==> src/design/ctt_ram.sv <==
// generic single-write, single-read ram with registered read data
// depends on nothing
module ctt_ram #(
  parameter int unsigned WIDTH = 8,
  parameter int unsigned DEPTH = 16
) (
  input  logic                     clk_i,
  input  logic                     we_i,
  input  logic [$clog2(DEPTH)-1:0] waddr_i,
  input  logic [WIDTH-1:0]         wdata_i,
  input  logic                     re_i,
  input  logic [$clog2(DEPTH)-1:0] raddr_i,
  output logic [WIDTH-1:0]         rdata_o
);

  logic [WIDTH-1:0] mem_q [DEPTH];

  // write port
  always_ff @(posedge clk_i) begin
    if (we_i) begin
      mem_q[waddr_i] <= wdata_i;
    end
  end

  // registered read port, holds while idle
  always_ff @(posedge clk_i) begin
    if (re_i) begin
      rdata_o <= mem_q[raddr_i];
    end
  end

endmodule

==> config.mk <==
export PLATFORM = sky130hd
export DESIGN_NAME = ctt_ram
export DESIGN_NICKNAME = d
export VERILOG_FILES = /design/src/design/ctt_ram.sv
export SDC_FILE = /design/constraint.sdc
export NUM_CORES = 1
export LEC_CHECK = 0
export BUFFER_PORTS_ARGS = -buffer_cell sky130_fd_sc_hd__buf_2
export CAP_MARGIN = 25
export CORE_ASPECT_RATIO = 2
export CORE_UTILIZATION = 47
export CTS_CLUSTER_DIAMETER = 50
export DETAILED_ROUTE_END_ITERATION = 10
export GPL_ROUTABILITY_DRIVEN = 0
export PLACE_DENSITY_LB_ADDON = 0.2
export SLEW_MARGIN = 40
export SYNTH_ARGS = -nofsm -noshare
export SYNTH_HDL_FRONTEND = slang
export SYNTH_SLANG_ARGS = --single-unit
==> constraint.sdc <==
create_clock -name clk_i -period 3.3 [get_ports clk_i]
set_input_delay 0.33 -clock clk_i [delete_from_list [all_inputs] [get_ports clk_i]]
set_output_delay 0.33 -clock clk_i [all_outputs]
set_load 0.02 [all_outputs]
==> run metrics <==
Hold Slack 0.274 ns; Place WS ~1.1 ns; Post-synth EDFFs between 100 and 150; max-slew violations 0; power per cell area 670 mW/mm2; Hold Path Class in2reg; Hold Path Depth 1; Worst Path Arrival approximately 1.9 ns; Core Area ~0.011 mm2; Max Freq 588 MHz; Slowest-stage cell, CP mux4_1; worst r2r path cells 3; I/O Buffers 26; Final Cycle Share between 50% and 60%; CP Capture Type flop; chip height approximately 150 um; crit path kind in2reg; layout cell share with drive strength beyond 1 between 30% and 40%; Die ar. 0.0116 mm2; final instance area 0.00615 mm2; Levels on crit path 5; num rows between 50 and 60; top post-synthesis cells by area edfxtp_1 78%, mux4_2 7.8%, mux4_1 7.0%; top cell type's share of synthesized area 78.1%; 1st-pass router iterations 4; clock root buffer clkbuf_16; instance area after placement ~0.0055 mm2; post-synthesis sequential area ratio between 70% and 80%; clk_lat worst skew roughly 0.42 ns; most numerous cell in the Yosys netlist edfxtp_1; status finished, final reports clean; met1 WL about 3600 um; Clock Tree Buf Depth 2; CTS tree done; Final Critical Period around 1.7 ns; Distinct cells, synth 18; Ys Warns 0; DR WL/cell about 24 um; cells along the critical path buf_2, buf_12, mux4_1, a22oi_1, nand2_1; first-pass GRT wire length 15100 um; top_reg_cell synth edfxtp_1; delay-heaviest family, CP buffers and inverters; setup ws final 1.60 ns; Worst EP required approximately 3.5 ns; Hold Fails Final Rpt 0; largest net degree at the start of global routing 33; Die X approximately 77 um; DRC Markers 0; Non-Filler Instances roughly 420; max-cap violations 0; Initial Utilization between 40% and 50%; antenna violations before repair 0; gr usage total about a fifth; worst-path maximum fanout 15; FFs w/ async S/R, synth 0%; TritonCTS buffer count 17; placed wire-length estimate about 6700 um; synthesized area per cell 22.8 um2; # diodes 0; I/O Pins 27; total number of vias about 2400; H-Tree Depth 4; post-route core utilization 56.6%; dominant cell type by area after synthesis edfxtp_1; unrepaired setup endpoints after global routing no; setup TNS 0 ns; slowest stage delay, CP ~0.56 ns; antenna-violating nets left 0; Peak VDD IR 483 uV; Pwr Total 4.12 mW; 1st-iter DRT viols around 220; Layout area overhead 17.7%; dpl cells slightly below 400; Post-CTS Setup Inserts 0; final WL 9990 um; endpoints failing setup 0; routed wl met2 ~5700 um; Clk pin slew, worst setup/hold paths roughly 0.06 ns; clock sink count between 100 and 150; Lkg Pwr ~2 nW; DR vias/cell 5.68; total global routing overflow 0; cts hold-fix bufs 0; uppermost layer routed met4; Syn Inst Count between 200 and 250; Yosys reg bits approximately 140; fin nets 289; Synthesized Nets about 250; Buf/Inv on CP 2; cts repair resizes 0; Mapped Area around 0.0052 mm2; startpoint class of the critical path input pin; vias in the first global route ~2600; Worst Tran Pin Value approximately 0.83 ns; clk_skew approximately 0.0076 ns; Max-slew headroom about 44%; metal3 WL around 310 um; Post-synth top cells 136 x edfxtp_1, 18 x mux4_2, 16 x a22oi_1
## per-layer routing
metal	vias up	GRT usage, %
met5	-	0
met4	0	11.9
met3	23	4.34
met2	72	35.2
met1	1240	20.2
li1	1067	-
## worst register-to-register path, cell delays in order (launching register included)
cell	delay, ns
edfxtp_1	0.36
mux4_1	0.49
a22oi_1	0.27
nand2_1	0.09
## cells in the final DEF (no fill, tap or decap), types with 2 or more instances in the layout
cell / count
edfxtp_1: 136
mux4_2: 18
nand2b_1: 2
clkinv_4: 4
bufinv_16: 4
nand3b_1: 2
nor2_1: 4
a22oi_1: 16
nor3_1: 4
inv_6: 2
buf_2: 26
nand2_1: 9
clkbuf_16: 17
nor2_2: 9
mux4_1: 14
clkinvlp_4: 2
clkinv_2: 2
buf_4: 5
## power by group
group	leakage [nW]	internal [mW]	switching (mW)	total [mW]
clock	0.301	1.27	0.719	1.99
sequential	1.24	1.95	0.00971	1.96
combinational	0.507	0.0715	0.108	0.179
## cells by family (layout without fill, tap and decap cells)
logic type	after synthesis	in the layout	share of synthesized area (%)
buf+inv	10	64	1.65
mux	32	32	14.8
compound gates	16	16	2.30
simple gates	35	35	3.14
flops	136	136	78.1
## final cells by class
class / count / area, um2
clock buffers: 18 / 429
fillers: 805 / 4720
flip-flops and latches: 136 / 4080
clock inverters: 14 / 198
well taps: 140 / 175
multi-input cells: 83 / 1080
repair buffers: 32 / 188
## path summary, 6_finish.rpt
| check | startpoint | end | slack (ns) |
|---|---|---|---|
| hold reg to reg | mem_q[15][4] | rdata_o[4] | 0.74 |
| setup / recovery | raddr_i[0] | rdata_o[2] | 1.60 |
| setup reg to reg | mem_q[0][2] | rdata_o[2] | 1.83 |
| hold / removal | re_i | rdata_o[6] | 0.27 |
## sequential cells by signal, summed over array words and instances (netlist names)
signal and count:
rdata_o 8, mem_q 128
(Power assumes the default switching activity.)
