===== src/design/ctt_pkg.sv =====
// shared types and codes of the tcp connection tracker
// depends on nothing; used by ctt_hash and the top level
package ctt_pkg;

  // result status codes
  localparam logic [1:0] ST_OK      = 2'd0;
  localparam logic [1:0] ST_INVALID = 2'd1;
  localparam logic [1:0] ST_NO_ROOM = 2'd2;

  // connection phase codes
  localparam logic [1:0] PH_NONE        = 2'd0;
  localparam logic [1:0] PH_SYN_SENT    = 2'd1;
  localparam logic [1:0] PH_ESTABLISHED = 2'd2;

  // action codes
  localparam logic ACT_TRACK = 1'b0;
  localparam logic ACT_CLEAR = 1'b1;

  // seed of the three-word hash with initval 0
  localparam logic [31:0] HASH_SEED = 32'hdeadbefb;

  localparam int unsigned ACTIVE_W  = 13;
  localparam int unsigned DROPPED_W = 32;

  // one way of a bucket row
  typedef struct packed {
    logic        valid;
    logic [63:0] addrs;
    logic [31:0] ports;
    logic [1:0]  phase;
    logic [31:0] seq;
    logic [31:0] ack;
    logic [31:0] seen_tick;
  } slot_t;

endpackage


===== src/design/ctt_hash.sv =====
// bucket hash unit: three-word mix one line per cycle, then remainder by reciprocal multiply
// depends on ctt_pkg
module ctt_hash #(
  parameter int unsigned BUCKETS = 1024
) (
  input  logic                       clk_i,
  input  logic                       rst_ni,
  input  logic                       start_i,
  input  logic [31:0]                a_i,
  input  logic [31:0]                b_i,
  input  logic [31:0]                c_i,
  output logic                       done_o,
  output logic [$clog2(BUCKETS)-1:0] bucket_o
);

  localparam int unsigned IDX_W = $clog2(BUCKETS);
  localparam int unsigned SH    = $clog2(BUCKETS);
  // exact quotient of a 32-bit value: floor(c * RECIP / 2^(32+SH))
  localparam logic [32:0] RECIP = 33'(((64'd1 << (32 + SH)) / 64'(BUCKETS)) + 64'd1);

  typedef enum logic [1:0] {H_IDLE, H_MIX, H_MUL, H_SUB} hstate_e;

  hstate_e     state_q;
  logic [2:0]  step_q;
  logic [31:0] a_q, b_q, c_q;
  logic [31:0] a_d, b_d, c_d;
  logic [31:0] quo_q;
  logic [64:0] prod;
  logic [IDX_W-1:0] rem_q;
  logic             done_q;

  function automatic logic [31:0] rotl(input logic [31:0] v, input logic [4:0] s);
    rotl = (v << s) | (v >> (6'd32 - {1'b0, s}));
  endfunction

  // one line of the mix per step
  always_comb begin
    a_d = a_q;
    b_d = b_q;
    c_d = c_q;
    case (step_q)
      3'd0: c_d = (c_q ^ b_q) - rotl(b_q, 5'd14);
      3'd1: a_d = (a_q ^ c_q) - rotl(c_q, 5'd11);
      3'd2: b_d = (b_q ^ a_q) - rotl(a_q, 5'd25);
      3'd3: c_d = (c_q ^ b_q) - rotl(b_q, 5'd16);
      3'd4: a_d = (a_q ^ c_q) - rotl(c_q, 5'd4);
      3'd5: b_d = (b_q ^ a_q) - rotl(a_q, 5'd14);
      3'd6: c_d = (c_q ^ b_q) - rotl(b_q, 5'd24);
      default: c_d = c_q;
    endcase
  end

  // quotient estimate by the reciprocal
  assign prod = {33'd0, c_q} * {32'd0, RECIP};

  always_ff @(posedge clk_i or negedge rst_ni) begin
    if (!rst_ni) begin
      state_q <= H_IDLE;
      step_q  <= '0;
      done_q  <= 1'b0;
    end else begin
      done_q <= 1'b0;
      case (state_q)
        H_IDLE: begin
          if (start_i) begin
            a_q     <= a_i + ctt_pkg::HASH_SEED;
            b_q     <= b_i + ctt_pkg::HASH_SEED;
            c_q     <= c_i + ctt_pkg::HASH_SEED;
            step_q  <= '0;
            state_q <= H_MIX;
          end
        end
        H_MIX: begin
          a_q <= a_d;
          b_q <= b_d;
          c_q <= c_d;
          if (step_q == 3'd6) begin
            step_q  <= '0;
            state_q <= H_MUL;
          end else begin
            step_q <= step_q + 3'd1;
          end
        end
        H_MUL: begin
          quo_q   <= 32'(prod >> (32 + SH));
          state_q <= H_SUB;
        end
        H_SUB: begin
          rem_q   <= IDX_W'(c_q - quo_q * 32'(BUCKETS));
          done_q  <= 1'b1;
          state_q <= H_IDLE;
        end
        default: state_q <= H_IDLE;
      endcase
    end
  end

  assign done_o   = done_q;
  assign bucket_o = rem_q;

endmodule


===== config.mk =====
export PLATFORM = sky130hd
export DESIGN_NAME = ctt_hash
export DESIGN_NICKNAME = d
export VERILOG_FILES = /design/src/design/ctt_pkg.sv /design/src/design/ctt_hash.sv
export SDC_FILE = /design/constraint.sdc
export NUM_CORES = 1
export LEC_CHECK = 0
export ABC_AREA = 1
export BUFFER_PORTS_ARGS = -buffer_cell sky130_fd_sc_hd__buf_2
export CORE_MARGIN = 2
export CORE_UTILIZATION = 48
export DETAILED_ROUTE_END_ITERATION = 8
export PLACE_DENSITY = 0.65
export SYNTH_ARGS = -nofsm -noshare
export SYNTH_HDL_FRONTEND = slang
export SYNTH_SLANG_ARGS = --single-unit

===== constraint.sdc =====
create_clock -name clk_i -period 7.88 [get_ports clk_i]
set_input_delay 0 -clock clk_i [delete_from_list [all_inputs] [get_ports clk_i]]
set_output_delay 0 -clock clk_i [all_outputs]
set_load 0.05 [all_outputs]

==> results.yml <==
status:
  status: "completed"
cells_and_area:
  syn_to_final_growth_pct: 7.50
  final_nets: 3378
  nFillCells: 3947
  n_antenna_cell: 0
  multi_input_area_sq_um: 11900
  regArea_sq_um: 3330
  drive_above_1_share: 0.0550
setup_path:
  critPathSlowestCell: "nand2_2"
  arrival_ps: 4560
  cp_slowest_stage_delay_ps: 960
  cp_cell_sequence: "nand3_2 > nand2_2 > o221ai_1 > o21ai_0 > inv_1 > fa_1 > inv_1 > nand3_1 > nand3_1 > nand3_1 > nand3_1 > nand2_1 > nand2_1 > nand2_1 > nand3_1 > nand2_1"
  cp-end-kind: "flip-flop"
  start_kind: "flip-flop"
  path_max_fanout: 63
  crit_required_ps: 8040
  crit_type: "flip-flop to flip-flop"
  cp_common_cell: "nand3_1"
synth:
  synth_fp_nets: 3298
  ys.flop_type: "edfxtp_1"
  yosysSeqAreaShare: 0.190
  async_flop_share: 0.0536
  synth.top_cell.area_share: 0.232
  synth_seq_cells: 112
  synth_common_cells: "nand2_1, inv_1, nand3_1"
  syn-instance-count: 3094
  yosysWarnings: 0
  yosysMostFrequentCell: "nand2_1"
  synth.distinct_cells: 44
  synth.avg_cell_area_sq_um: 5.68
  yosys-top-cells-area: "nand2_1, edfxtp_1, inv_1, nand3_1, ha_1"
  synth_top_cell_by_area: "nand2_1"
  syn_area_sq_um: 17600
  synth_edf_count: 106
drt:
  via_per_inst: 5.51
  wl_per_cell_um: 19.2
  finalWirelength_um: 70100
  dr.pass1.iters: 5
  postRouteAntennaNets: 0
  num_vias: 20100
  drc: 0
  drtIter0Drc: 2023
sta:
  setup_viol: 0
  setup_ws_ps: 3480
  fin_crit_sh: 0.558
  slew_viol_final: 0
  tns_ps: 0
  rsz0062_at_grt: "false"
  slew-limit-headroom: 0.266
  hold_viol: 0
  fmax_ghz: 0.228
  fin_skew_ps: 20.0
  fin_crit_ps: 4400
  tightest_slew_ps: 1100
floorplanning:
  die_y_um: 195
  io_pins: 110
  rows: 70
  die_area_sq_um: 38200
  coreArea_sq_um: 36300
  die_x_um: 195
  start_util: 0.483
run:
  cap_violations: 0
global_route:
  grt_pass1_vias: 18600
  grt-ovfl-total: 0
  antenna_found_initial: 0
  grt_usage: 0.366
  grt_max_degree: 69
  grt_pass1_wl_um: 106000
placement:
  port_buffers: 109
  dp_slack_ps: 3610
  dp_hpwl_um: 58000
  gp_congestion: 1.03
clocking:
  cts_buffer_depth: 2
  clock_latency_ps: 400
  cts_max_level: 3
  tritoncts: "done"
  clock_sinks: 112
  cts_root_buffer: "clkbuf_16"
  cts.clk_slew.worst_paths_ps: 100
  post-cts-setup-buffers: 0
  cts_buffers: 9
power:
  vdd_drop_max_uv: 187
  p_per_area_nw_per_um2: 515
  power.total_mw: 9.73
  leakagePower_nw: 10.6
worst_hold_path:
  hp-class: "input pin to flip-flop"
[per-layer routing]
layer  GRT usage  share of wire
met3      0.0584          0.088
met5           0              0
met2       0.590           0.44
met1       0.477           0.42
met4       0.179          0.050
[logic make-up after synthesis]
group,count (synthesis),share of synthesized area
AO/OA/AOI/OAI,395,0.124
buffers and inverters,623,0.136
AND/OR/NAND/NOR,1707,0.397
adder cells (fa/ha/maj),105,0.0760
flip-flops,112,0.190
XOR/XNOR,123,0.0613
multiplexers,29,0.0165
[repair_timing]
action                    in CTS  in global routing
gates resized for setup        0                  0
hold buffers                   4                  0
hold endpoints to repair       8                  0
[report_power, final]
part | total [mW] | switching (mW) | internal, mW
combinational | 7.58 | 5.15 | 2.43
clock | 0.534 | 0.287 | 0.247
sequential | 1.61 | 0.566 | 1.05
total | 9.73 | 6.01 | 3.73
[stage by stage]
stage                     area, sq um  utilization  instances  hold slack, ps
final                           18900        0.520       3647            16.2
after global routing            18900        0.520       3647            47.0
after CTS                       18900        0.520       3647            1.14
after detailed placement        18500        0.510       3627            -152
after global placement          18500        0.510       3627            -156
after floorplan                 17600            -       3094            -296
[cells in the final DEF (no fill, tap or decap), types with 10 or more instances in the layout]
cell type and n:
nor2_1 261, edfxtp_1 106, o21ai_0 168, nand4_1 22
o21ai_1 13, inv_1 564, o221ai_1 27, xor2_1 112
clkbuf_16 10, buf_2 109, nand3b_1 13, a21oi_1 151
nand3_1 270, nor2_2 17, nand2_1 1087, xnor2_1 11
nor3_1 23, ha_1 101, mux2i_1 29
[area by class of cell]
| class | instances | share of cell area |
|---|---|---|
| Timing Repair Buffer | 118 | 0.0330 |
| Multi-Input combinational cell | 2359 | 0.629 |
| Inverter | 574 | 0.114 |
| Tap cell | 468 | 0.0310 |
| Sequential cell | 112 | 0.176 |
| Clock inverter | 6 | 0.00358 |
| Clock buffer | 10 | 0.0132 |
[worst max-delay path: cells and delay by family, from the launching register on]
| family | cells | cell delay [ps] |
|---|---|---|
| compound gates | 2 | 480 |
| fa+ha+maj | 1 | 450 |
| buf+inv | 2 | 240 |
| flops | 1 | 560 |
| simple gates | 11 | 2430 |
[path summary, 6_finish.rpt]
| path | from | endpoint | slack [ps] | cells after the start |
|---|---|---|---|---|
| setup / recovery | step_q[1] | c_q[28] | 3480 | 16 |
| hold / removal | start_i | step_q[2] | 20 | 3 |
| setup reg to reg | step_q[1] | c_q[28] | 3480 | 16 |
| hold reg to reg | state_q[1] | done_o | 610 | 1 |
| max in group asynchronous | rst_ni | state_q[1] | 7050 | 3 |
| min in group asynchronous | rst_ni | step_q[0] | 600 | 3 |
[registers in the layout (all words and copies together) (netlist names)]
name	cells
a_q	32
c_q	32
step_q	3
state_q	2
done_o	1
bucket_o	10
b_q	32
Note: power is estimated with default switching activity, not from simulation.
